<file path="src/rtl/scbl_pkg.sv">
// Shared types and constants for the stereo cascaded biquad low-pass core.
// Depends on nothing; imported by the core module and its test.
package scbl_pkg;

   // Field and coefficient widths.
   localparam int SAMPLE_W = 32;
   localparam int COEF_W   = 32;

   // One coefficient digit is handled per cycle by the serial multiplier.
   localparam int DIGIT_W    = 8;
   localparam int NUM_DIGITS = COEF_W / DIGIT_W;
   localparam int DIGIT_CW   = $clog2(NUM_DIGITS);

   // Five products of 32 by 32 bits plus the rounding half fit in 67 bits.
   localparam int ACC_W  = 67;
   localparam int PROD_W = SAMPLE_W + COEF_W;

   // Defaults for the top-level parameters.
   localparam int NUM_STAGES_DEF     = 2;
   localparam int COEF_FRAC_BITS_DEF = 28;

   // Configuration register indexes.
   localparam int CSR_IDX_W = 3;
   typedef enum logic [CSR_IDX_W-1:0] {
      CSR_B0 = 3'd0,
      CSR_B1 = 3'd1,
      CSR_B2 = 3'd2,
      CSR_A1 = 3'd3,
      CSR_A2 = 3'd4
   } csr_index_type;

   // The five taps of one section, in the order they are accumulated.
   typedef enum logic [2:0] {
      TERM_B0 = 3'd0,
      TERM_B1 = 3'd1,
      TERM_B2 = 3'd2,
      TERM_A1 = 3'd3,
      TERM_A2 = 3'd4
   } term_type;

   // History of one section of one channel.
   typedef struct packed {
      logic signed [SAMPLE_W-1:0] x1;
      logic signed [SAMPLE_W-1:0] x2;
      logic signed [SAMPLE_W-1:0] y1;
      logic signed [SAMPLE_W-1:0] y2;
   } hist_entry_type;

endpackage

</file>
<file path="src/rtl/stereo_cascaded_biquad_lowpass_core.sv">
// Stereo cascaded biquad low-pass core, direct form I, with a digit-serial multiplier.
// Depends on scbl_pkg for widths, register indexes, tap codes and the history type.
//
//   Channel  Direction  Handshake            Payload
//   req      in         req_valid/req_stall  req_left_in, req_right_in
//   rsp      out        rsp_valid/rsp_stall  rsp_left_out, rsp_right_out
//   csr      in         csr_wr_en            csr_index, csr_wdata
//
// An item runs its 2 * NUM_STAGES sections one after another, first the left channel's
// and then the right's. Each section runs five taps of four 8-bit coefficient digits
// through the one shared multiplier, then the last add, then rounding.
// Reset is synchronous; it clears control state and history and sets unity-gain taps.
// A new item is accepted while an earlier result still waits in the output register; the
// finished result of that item is held inside until the output register frees up.
module stereo_cascaded_biquad_lowpass_core
   import scbl_pkg::*;
#(
   parameter int NUM_STAGES     = NUM_STAGES_DEF,
   parameter int COEF_FRAC_BITS = COEF_FRAC_BITS_DEF
) (
   input  logic                       clock,
   input  logic                       reset,
   input  logic                       req_valid,
   output logic                       req_stall,
   input  logic signed [SAMPLE_W-1:0] req_left_in,
   input  logic signed [SAMPLE_W-1:0] req_right_in,
   output logic                       rsp_valid,
   input  logic                       rsp_stall,
   output logic signed [SAMPLE_W-1:0] rsp_left_out,
   output logic signed [SAMPLE_W-1:0] rsp_right_out,
   input  logic                       csr_wr_en,
   input  logic [CSR_IDX_W-1:0]       csr_index,
   input  logic [COEF_W-1:0]          csr_wdata
);

   localparam int NUM_SECT = 2 * NUM_STAGES;
   localparam int SECT_W   = $clog2(NUM_SECT);
   localparam int T_W      = SAMPLE_W + DIGIT_W + 2;
   localparam int P_W      = T_W - DIGIT_W;
   localparam int HIGH_W   = PROD_W - (COEF_W - DIGIT_W);

   localparam logic [COEF_W-1:0] B0_RESET = COEF_W'(1) << COEF_FRAC_BITS;
   localparam logic signed [ACC_W-1:0] ROUND_HALF = ACC_W'(1) <<< (COEF_FRAC_BITS - 1);
   localparam logic signed [ACC_W-1:0] SAT_HI = (ACC_W'(1) <<< (SAMPLE_W - 1)) - ACC_W'(1);
   localparam logic signed [ACC_W-1:0] SAT_LO = -(ACC_W'(1) <<< (SAMPLE_W - 1));
   localparam logic [SECT_W-1:0] SECT_LEFT_END = SECT_W'(NUM_STAGES - 1);
   localparam logic [SECT_W-1:0] SECT_LAST     = SECT_W'(NUM_SECT - 1);

   typedef enum logic [4:0] {
      ST_IDLE   = 5'b00001,
      ST_MAC    = 5'b00010,
      ST_FLUSH  = 5'b00100,
      ST_ROUND  = 5'b01000,
      ST_FINISH = 5'b10000
   } state_type;

   state_type                  state_ff, state_in;
   term_type                   term_ff, term_in;
   logic [DIGIT_CW-1:0]        dig_ff, dig_in;
   logic [SECT_W-1:0]          sect_ff, sect_in;
   logic                       prod_vld_ff, prod_vld_in;
   logic                       prod_sub_ff, prod_sub_in;
   logic                       rsp_valid_ff, rsp_valid_in;
   hist_entry_type             hist_ff [NUM_SECT];
   hist_entry_type             hist_in [NUM_SECT];

   logic [COEF_W-1:0]          b0_ff, b1_ff, b2_ff, a1_ff, a2_ff;
   logic signed [SAMPLE_W-1:0] cur_x_ff, cur_x_in;
   logic signed [SAMPLE_W-1:0] right_ff, right_in;
   logic signed [SAMPLE_W-1:0] left_res_ff, left_res_in;
   logic signed [SAMPLE_W-1:0] right_res_ff, right_res_in;
   logic signed [SAMPLE_W-1:0] samp_ff, samp_in;
   logic [COEF_W-1:0]          coef_sr_ff, coef_sr_in;
   logic [COEF_W-1:0]          low_ff, low_in;
   logic signed [P_W-1:0]      p_ff, p_in;
   logic signed [PROD_W-1:0]   prod_ff, prod_in;
   logic signed [ACC_W-1:0]    acc_ff, acc_in;
   logic signed [SAMPLE_W-1:0] out_left_ff, out_left_in;
   logic signed [SAMPLE_W-1:0] out_right_ff, out_right_in;

   logic                       req_take;
   logic                       out_free;
   logic                       dig_first, dig_last;
   logic [COEF_W-1:0]          coef_sel, coef_cur;
   logic signed [SAMPLE_W-1:0] samp_sel, samp_cur;
   logic signed [DIGIT_W:0]    dig_s;
   logic signed [SAMPLE_W+DIGIT_W:0] mul;
   logic signed [T_W-1:0]      t_sum;
   logic signed [ACC_W-1:0]    acc_add;
   logic signed [ACC_W-1:0]    rnd_sum, rnd_q;
   logic signed [SAMPLE_W-1:0] y_sat;
   hist_entry_type             new_entry;

   // Handshake decode.
   assign req_stall = reset | (state_ff != ST_IDLE);
   assign req_take  = req_valid & ~req_stall;
   assign out_free  = ~rsp_valid_ff | ~rsp_stall;

   assign dig_first = (dig_ff == '0);
   assign dig_last  = (dig_ff == DIGIT_CW'(NUM_DIGITS - 1));

   // Tap operands for the current term.
   always_comb begin
      unique case (term_ff)
         TERM_B0: begin coef_sel = b0_ff; samp_sel = cur_x_ff;      end
         TERM_B1: begin coef_sel = b1_ff; samp_sel = hist_ff[0].x1; end
         TERM_B2: begin coef_sel = b2_ff; samp_sel = hist_ff[0].x2; end
         TERM_A1: begin coef_sel = a1_ff; samp_sel = hist_ff[0].y1; end
         TERM_A2: begin coef_sel = a2_ff; samp_sel = hist_ff[0].y2; end
         default: begin coef_sel = b0_ff; samp_sel = cur_x_ff;      end
      endcase
   end

   // Serial multiplier: one coefficient digit per cycle, lowest digit first. The lower
   // digits are unsigned and the top digit carries the coefficient's sign.
   assign coef_cur = dig_first ? coef_sel : coef_sr_ff;
   assign samp_cur = dig_first ? samp_sel : samp_ff;
   assign dig_s    = dig_last ? $signed({coef_cur[DIGIT_W-1], coef_cur[DIGIT_W-1:0]})
                              : $signed({1'b0, coef_cur[DIGIT_W-1:0]});
   assign mul      = samp_cur * dig_s;
   assign t_sum    = T_W'(p_ff) + T_W'(mul);

   // Accumulator input: the product finished in the previous cycle, added or subtracted.
   assign acc_add = prod_sub_ff ? acc_ff - ACC_W'(prod_ff) : acc_ff + ACC_W'(prod_ff);

   // Round to nearest (ties upward) and saturate to the sample width.
   assign rnd_sum = acc_ff + ROUND_HALF;
   assign rnd_q   = rnd_sum >>> COEF_FRAC_BITS;
   always_comb begin
      priority if (rnd_q > SAT_HI) begin
         y_sat = SAT_HI[SAMPLE_W-1:0];
      end else if (rnd_q < SAT_LO) begin
         y_sat = SAT_LO[SAMPLE_W-1:0];
      end else begin
         y_sat = rnd_q[SAMPLE_W-1:0];
      end
   end

   assign new_entry = '{x1: cur_x_ff, x2: hist_ff[0].x1, y1: y_sat, y2: hist_ff[0].y1};

   // Sequencer and datapath next values.
   always_comb begin
      state_in     = state_ff;
      term_in      = term_ff;
      dig_in       = dig_ff;
      sect_in      = sect_ff;
      prod_vld_in  = 1'b0;
      prod_sub_in  = prod_sub_ff;
      hist_in      = hist_ff;
      cur_x_in     = cur_x_ff;
      right_in     = right_ff;
      left_res_in  = left_res_ff;
      right_res_in = right_res_ff;
      samp_in      = samp_ff;
      coef_sr_in   = coef_sr_ff;
      low_in       = low_ff;
      p_in         = p_ff;
      prod_in      = prod_ff;
      acc_in       = acc_ff;
      out_left_in  = out_left_ff;
      out_right_in = out_right_ff;
      rsp_valid_in = rsp_valid_ff & rsp_stall;

      unique case (state_ff)
         ST_IDLE: begin
            if (req_take) begin
               cur_x_in = req_left_in;
               right_in = req_right_in;
               term_in  = TERM_B0;
               dig_in   = '0;
               sect_in  = '0;
               p_in     = '0;
               acc_in   = '0;
               state_in = ST_MAC;
            end
         end
         ST_MAC: begin
            samp_in    = samp_cur;
            coef_sr_in = coef_cur >> DIGIT_W;
            low_in     = {t_sum[DIGIT_W-1:0], low_ff[COEF_W-1:DIGIT_W]};
            if (prod_vld_ff) begin
               acc_in = acc_add;
            end
            if (dig_last) begin
               // The last digit closes the product; it is added in the next cycle.
               prod_in     = {t_sum[HIGH_W-1:0], low_ff[COEF_W-1:DIGIT_W]};
               prod_vld_in = 1'b1;
               prod_sub_in = (term_ff == TERM_A1) || (term_ff == TERM_A2);
               p_in        = '0;
               dig_in      = '0;
               unique case (term_ff)
                  TERM_B0: term_in = TERM_B1;
                  TERM_B1: term_in = TERM_B2;
                  TERM_B2: term_in = TERM_A1;
                  TERM_A1: term_in = TERM_A2;
                  TERM_A2: begin
                     term_in  = TERM_B0;
                     state_in = ST_FLUSH;
                  end
                  default: term_in = TERM_B0;
               endcase
            end else begin
               p_in   = t_sum[T_W-1:DIGIT_W];
               dig_in = dig_ff + DIGIT_CW'(1);
            end
         end
         ST_FLUSH: begin
            acc_in   = acc_add;
            state_in = ST_ROUND;
         end
         ST_ROUND: begin
            // Rotate the history so that the next section's entry comes to the front.
            for (int i = 0; i < NUM_SECT - 1; i++) begin
               hist_in[i] = hist_ff[i+1];
            end
            hist_in[NUM_SECT-1] = new_entry;
            acc_in = '0;
            if (sect_ff == SECT_LAST) begin
               right_res_in = y_sat;
               sect_in      = '0;
               state_in     = ST_FINISH;
            end else begin
               if (sect_ff == SECT_LEFT_END) begin
                  left_res_in = y_sat;
                  cur_x_in    = right_ff;
               end else begin
                  cur_x_in = y_sat;
               end
               sect_in  = sect_ff + SECT_W'(1);
               state_in = ST_MAC;
            end
         end
         ST_FINISH: begin
            if (out_free) begin
               out_left_in  = left_res_ff;
               out_right_in = right_res_ff;
               rsp_valid_in = 1'b1;
               state_in     = ST_IDLE;
            end
         end
         default: state_in = ST_IDLE;
      endcase
   end

   // Control state, history and coefficients.
   always_ff @(posedge clock) begin
      if (reset) begin
         state_ff     <= ST_IDLE;
         term_ff      <= TERM_B0;
         dig_ff       <= '0;
         sect_ff      <= '0;
         prod_vld_ff  <= 1'b0;
         prod_sub_ff  <= 1'b0;
         rsp_valid_ff <= 1'b0;
         for (int i = 0; i < NUM_SECT; i++) begin
            hist_ff[i] <= '0;
         end
         b0_ff <= B0_RESET;
         b1_ff <= '0;
         b2_ff <= '0;
         a1_ff <= '0;
         a2_ff <= '0;
      end else begin
         state_ff     <= state_in;
         term_ff      <= term_in;
         dig_ff       <= dig_in;
         sect_ff      <= sect_in;
         prod_vld_ff  <= prod_vld_in;
         prod_sub_ff  <= prod_sub_in;
         rsp_valid_ff <= rsp_valid_in;
         hist_ff      <= hist_in;
         // Writes to indexes beyond the register list are dropped.
         if (csr_wr_en) begin
            unique case (csr_index)
               CSR_B0:  b0_ff <= csr_wdata;
               CSR_B1:  b1_ff <= csr_wdata;
               CSR_B2:  b2_ff <= csr_wdata;
               CSR_A1:  a1_ff <= csr_wdata;
               CSR_A2:  a2_ff <= csr_wdata;
               default: ;
            endcase
         end
      end
   end

   // Payload registers.
   always_ff @(posedge clock) begin
      cur_x_ff     <= cur_x_in;
      right_ff     <= right_in;
      left_res_ff  <= left_res_in;
      right_res_ff <= right_res_in;
      samp_ff      <= samp_in;
      coef_sr_ff   <= coef_sr_in;
      low_ff       <= low_in;
      p_ff         <= p_in;
      prod_ff      <= prod_in;
      acc_ff       <= acc_in;
      out_left_ff  <= out_left_in;
      out_right_ff <= out_right_in;
   end

   assign rsp_valid     = rsp_valid_ff;
   assign rsp_left_out  = out_left_ff;
   assign rsp_right_out = out_right_ff;

   // An accepted item always starts with the first tap of the first section.
   a_start: assert property (@(posedge clock) disable iff (reset)
      req_valid && !req_stall |=> state_ff == ST_MAC && sect_ff == '0 && dig_ff == '0)
      else $error("item accepted but the sequencer did not start at the first section");

   // A new result appears only when a finished item leaves the holding state.
   a_load: assert property (@(posedge clock) disable iff (reset)
      $rose(rsp_valid) |-> $past(state_ff == ST_FINISH))
      else $error("result register loaded outside the finish state");

   // The idle sequencer holds no pending product and points at the first section.
   a_idle: assert property (@(posedge clock) disable iff (reset)
      state_ff == ST_IDLE |-> !prod_vld_ff && sect_ff == '0)
      else $error("idle with a pending product or a stray section index");

endmodule

</file>
<file path="config.mk">
export PLATFORM = sky130hd
export DESIGN_NAME = stereo_cascaded_biquad_lowpass_core
export DESIGN_NICKNAME = d
export VERILOG_FILES = /design/src/rtl/scbl_pkg.sv /design/src/rtl/stereo_cascaded_biquad_lowpass_core.sv
export SDC_FILE = /design/constraint.sdc
export NUM_CORES = 2
export LEC_CHECK = 0
export BUFFER_PORTS_ARGS = -buffer_cell sky130_fd_sc_hd__buf_2
export CAP_MARGIN = 20
export CORE_MARGIN = 2
export CORE_UTILIZATION = 35
export DETAILED_ROUTE_END_ITERATION = 6
export PLACE_DENSITY = 0.52
export SLEW_MARGIN = 5
export SYNTH_ARGS = -nofsm -noshare
export SYNTH_HDL_FRONTEND = slang
export SYNTH_SLANG_ARGS = --single-unit
</file>
<file path="constraint.sdc">
create_clock -name clock -period 7.3 [get_ports clock]
set_input_delay 0.365 -clock clock [delete_from_list [all_inputs] [get_ports clock]]
set_output_delay 0.365 -clock clock [all_outputs]
set_load 0.01 [all_outputs]
</file>
---- Yosys cells after proc, flatten, opt, wreduce, memory -nomap -nowiden ----
Index checks and enable logic that the tools add are counted.
storage, ports and cells
  flip-flop bits (word level) ............. 1,132
  input bits .............................. 104
  word-level logic and storage cells ...... 142
  output and inout port bits .............. 66
operators by class
  eq/ne operators ......................... 23
  multipliers ............................. 1
  add/sub/neg operators ................... 6
  bitwise gates (word level) .............. 9
  muxes and demuxes ....................... 36
  reductions and logical operators ........ 24
  $lt $le $gt $ge ......................... 2
operator list
  operator                                                                           number
  67-bit case mux with 4 select lines                                                1
  32-bit case mux with 4 select lines                                                2
  67-bit two-way mux                                                                 3
  32-bit two-way mux                                                                 6
  34-bit two-way mux                                                                 2
  34-bit case mux with 2 select lines                                                1
  67-bit by 29-bit adder with 67-bit output, second input constant                   1
  67-bit by 64-bit adder with 67-bit output                                          1
  67-bit by 64-bit subtractor with 67-bit output                                     1
  32-bit case mux with 2 select lines                                                1
  34-bit by 41-bit adder with 42-bit output                                          1
  32-bit by 9-bit multiplier with 41-bit output                                      1
  39-bit by 32-bit greater-than comparator with 1-bit output, second input constant  1
  39-bit by 32-bit < comparator with 1-bit output, second input constant             1
  5-bit two-way mux                                                                  5
  5-bit case mux with 5 select lines                                                 1
  24-bit two-way mux                                                                 1
  2-bit AND reduction                                                                11
  3-bit by 2-bit equality test with 1-bit output, second input constant              4
  2-bit != test, second input constant                                               6
  3-bit case mux with 4 select lines                                                 1
  3-bit AND reduction                                                                4
  9-bit two-way mux                                                                  1
  2-bit case mux with 2 select lines                                                 2
  25 further kinds                                                                   42

---- Logic depth before layout (Yosys ltp) ----
  word-level depth ........................ 8
  depth in mapped cells ................... 30
  gate-level depth less buffers ........... 27

---- Least setup slack after synthesis ----
No wires, ideal clock.
  path kind ............................... register to register
  from .................................... register term_ff[0]
  to ...................................... register p_ff[28] (data pin)
  required time ........................... 7.033 ns
  path buffers ............................ 3
  library setup time ...................... 0.267 ns
  clock period less this slack ............ 7.419 ns
  arrival time ............................ 7.152 ns
  slack ................................... -0.119 ns
  cell stages (with the launch flop) ...... 25
  path through ............................ dfxtp_1 buf_2 buf_2 nor3_1 clkbuf_1 a22oi_1 a41oi_2 nor2b_1 fa_1 fa_1 fa_1 fa_1 inv_1 fa_1 inv_1 ha_1 a21o_1 a21o_1 a2111oi_4 o21ai_1 a211o_1 a41o_1 and2_4 o41ai_4 mux2i_1
on the way
  elaborated cells between the ends (all ways) .. 13
  those cells by class .................... 1 x add/sub; 1 x mul; 4 x eq/ne; 7 x mux
RTL lines
  what                                             line                                        text
  start, declared                                  stereo_cascaded_biquad_lowpass_core.sv:58   term_type term_ff, term_in;
  start signal, assigned                           stereo_cascaded_biquad_lowpass_core.sv:265  term_ff <= term_in;
  3-bit equality test (tied with other cells)      stereo_cascaded_biquad_lowpass_core.sv:104  unique case (term_ff)
  32-bit case mux with 4 select lines *            stereo_cascaded_biquad_lowpass_core.sv:104
  32-bit two-way mux *                             stereo_cascaded_biquad_lowpass_core.sv:117  assign samp_cur = dig_first ? samp_sel : samp_ff;
  named net samp_cur[17]                           stereo_cascaded_biquad_lowpass_core.sv:85   logic signed [SAMPLE_W-1:0] samp_sel, samp_cur;
  32-bit by 9-bit multiplier with 41-bit output *  stereo_cascaded_biquad_lowpass_core.sv:120  assign mul = samp_cur * dig_s;
  34-bit by 41-bit adder with 42-bit output *      stereo_cascaded_biquad_lowpass_core.sv:121  assign t_sum = T_W'(p_ff) + T_W'(mul);
  34-bit two-way mux *                             stereo_cascaded_biquad_lowpass_core.sv:184  if (dig_last) begin
  34-bit case mux with 2 select lines *            stereo_cascaded_biquad_lowpass_core.sv:164  unique case (state_ff)
  end signal, assigned                             stereo_cascaded_biquad_lowpass_core.sv:295  p_ff <= p_in;
  end, declared                                    stereo_cascaded_biquad_lowpass_core.sv:75   logic signed [P_W-1:0] p_ff, p_in;
Mark *: on every way through the listed nets, which the timed path passes. The rest lies on a longest branch.
A chain may end at the register's enable or synchronous reset.

---- Final worst setup path ----
  from .................................... register term_ff[1]
  to ...................................... register p_ff[28] (data pin)
The elaborated chain is that of the path after synthesis.

==> results.ini <==
[floorplan]
rows = 149
ios = 170
initial_core_util = 0.3525
die_area_sq_mm = 0.1696
coreArea_sq_mm = 0.1652
dieHeight_um = 411.9
die_w_um = 411.9

[routing]
drt_first_pass_iters = 6
ant_nets = 0
wire_per_inst_um = 19.06
vias = 45620
drc = 0
routed_via_density = 5.054
drtIter0Drc = 3384
wirelength_um = 172100

[grt]
grt_pass1_vias = 44450
antenna_found_initial = 12
grt_use_total = 0.1992
grt-ovfl-total = 0
grt_max_degree = 241
grt_first_pass_wirelength_um = 262100

[pwr]
clkPwrFrac = 0.384
switching_share = 0.2972
p_seq_frac = 0.386
ir_worst_vdd_uv = 151.2
leakagePower_uw = 0.02625
pwr_density_cell_mw_per_mm2 = 255.2
power.switching_uw = 5308
p_comb_frac = 0.230
p_int_uw = 12550

[worst_setup_path]
cp_common_cell = fa_1
rr_startpoint = term_ff[1]$_SDFFE_PP0P_
rr_endpoint = p_ff[28]$_SDFFCE_PP0P_
critPathLaunchType = register
crit_type = register to register
path_max_fanout = 6
cp-end-kind = register
slowest_delay_ps = 580
reg2reg_depth = 28
slowest_stage = fa_2
r2r_setup_slack_ps = 70
worstPathArrival_ps = 7730
required_ps = 7800

[sta]
skew_ps = 45.80
rsz0062_at_grt = true
hold_viol_final = 0
max_freq_mhz = 138.2
finalCritPeriodShare = 0.9909
maxSlewViolCount = 0
final.min_clock_period_ps = 7233
hold_slack_ps = 64.58
maxSlewHeadroom = 0.2188
worst_pin_slew_ps = 1172
setup_viol = 0

[logic_synthesis]
syn_nets = 6917
ys_warn_count = 0
yosysMostFrequentCell = nand2_1
synth_top_area_share = 0.2362
synth_flop_cell = dfxtp_1
syn_avg_cell_area_sq_um = 9.133
synth-async-reset-ratio = 0
netlist_area_sq_mm = 0.05822
synth_cell_type_count = 88
synthCells = 6375
ys_top_cells_by_count = nand2_1, a21oi_1, dfxtp_1
ys_seq_elements = 1124
synth_edf_count = 437
ys_seq_area_frac = 0.4616
synthTopCellsByArea = dfxtp_1, edfxtp_1, nand2_1
yosysTopAreaCell = dfxtp_1

[final_layout]
fin_nets = 7269
layout-drive-gt1-share = 0.1349
multi_input_area_sq_mm = 0.02891
area_growth_pct = 20.16
final_cell_area_sq_mm = 0.06996
seqCellArea_sq_mm = 0.02689
nFillCells = 16230

[clocking]
clock_path_buffers = 3
cts_tree = done
clk_pin_slew_ps = 60
htreeDepth = 4
root_buffer = clkbuf_16
clock_latency_ps = 790
cts_buffers = 130
clock-sinks = 1124

[min_path]
holdPathEnd = cur_x_ff[1]$_DFFE_PP_
hold_start = req_left_in[1]
hold_class = input pin to register
worstHoldPathCells = 3

[placement]
io_buffers = 169
post_dp_cell_area_sq_mm = 0.06330
gp_routability_congestion = 0.8856
dpl.hpwl_um = 119100

[run_status]
run_status = finished clean

[run]
drv_cap = 0

flip-flops by register name (all words and copies together) (netlist names), 34 cells and up:
signal,flops
hist_ff,512
p_ff,34
acc_ff,67
prod_ff,64
metal layers:
metal	global-route usage	wire length, um	share of wire
met4	0.06733	5601	0.033
met3	0.03758	8826	0.051
met5	0	33	0.00019
met2	0.3169	79280	0.46
met1	0.2714	78380	0.46
worst max-delay path, delay by kind of cell, from the launching register on:
kind	cells	cell delay, ps
buffers and inverters	9	1070
adders and majority gates	6	2930
AOI/OAI and AO/OA	8	1620
and+or+nand+nor	4	800
DFF	1	370
muxes	1	120
repair_timing:
action                     4_1_cts  5_1_grt
setup endpoints to repair       26       39
hold endpoints to repair       219        0
buffers inserted                 7       33
gates resized for setup         24       97
cloned                           2        4
pin swaps                        7       44
hold buffers                    91        0
layout by cell type, fill, tap and decap left out, types with 70 or more instances in the layout:
cell           Yosys  final
nand2_1         1650   1644
ha_1             166    155
clkbuf_16          0    137
a21oi_1          817    805
inv_1            416    411
a22oi_1           73     70
xnor2_1          130    127
dfxtp_1          687    683
and2_1            84     81
a21o_1            81     78
buf_4              3    271
nor2_1           346    341
nor3_1            87     86
buf_2             19    168
fa_1             272    267
o21ai_0          115    108
edfxtp_1         437    437
dlygate4sd3_1      0     91
stage by stage:
step	std cells	power, uW	utilization	setup WS (ps)	setup TNS [ps]
3_3_place_gp	8648	10850	0.3832	-247.7	-2609
2_1_floorplan	6375	9208	-	4.139	0
4_1_cts	8988	17830	0.4181	0.1652	0
6_report	9028	17860	0.4236	66.54	0
3_5_place_dp	8648	10840	0.3832	-252.1	-2596
5_1_grt	9026	18740	0.4235	-149.8	-2039
power groups by stage:
stage,logic (uW),registers [uW],clock network [uW]
2_1_floorplan,2240,6970,0
3_3_place_gp,3820,7030,0
3_5_place_dp,3820,7030,0
4_1_cts,3920,6890,7020
5_1_grt,4560,6900,7270
6_report,4110,6900,6860
how the worst max path moves through the flow:
stage                                  from                     end  slack [ps]  cells past startpoint
floorplan           term_ff[0]$_SDFFE_PP0P_  p_ff[28]$_SDFFCE_PP0P_           4                     27
global placement    term_ff[0]$_SDFFE_PP0P_  p_ff[33]$_SDFFCE_PP0P_        -250                     26
global route        term_ff[1]$_SDFFE_PP0P_   prod_ff[63]$_DFFE_PP_        -150                     32
detailed placement  term_ff[0]$_SDFFE_PP0P_  p_ff[33]$_SDFFCE_PP0P_        -250                     26
finish              term_ff[1]$_SDFFE_PP0P_  p_ff[28]$_SDFFCE_PP0P_          70                     28
CTS                 term_ff[1]$_SDFFE_PP0P_  p_ff[33]$_SDFFCE_PP0P_         0.2                     28
area by class of cell:
cell class,instances,share of cell area
Multi-Input combinational cell,4442,0.4132
Antenna cell,4,0.0001431
Tap cell,2189,0.03915
Clock inverter,50,0.01055
Sequential cell,1124,0.3843
Clock buffer,190,0.05478
Timing Repair Buffer,613,0.07547
Inverter,416,0.02241
logic make-up (layout without fill, tap and decap cells):
kind of cell               Yosys count  in the layout  synth area share
and+or+nand+nor                   2399           2399            0.1717
AOI/OAI and AO/OA                 1354           1354            0.1393
DFF                               1124           1124            0.4616
buffers and inverters              809           1269           0.05276
adders and majority gates          438            438            0.1292
xor gates and xnor gates           181            181           0.02736
muxes                               70             70           0.01805
other                                0              4                 0
No activity file was read; power rests on OpenSTA's default activity.
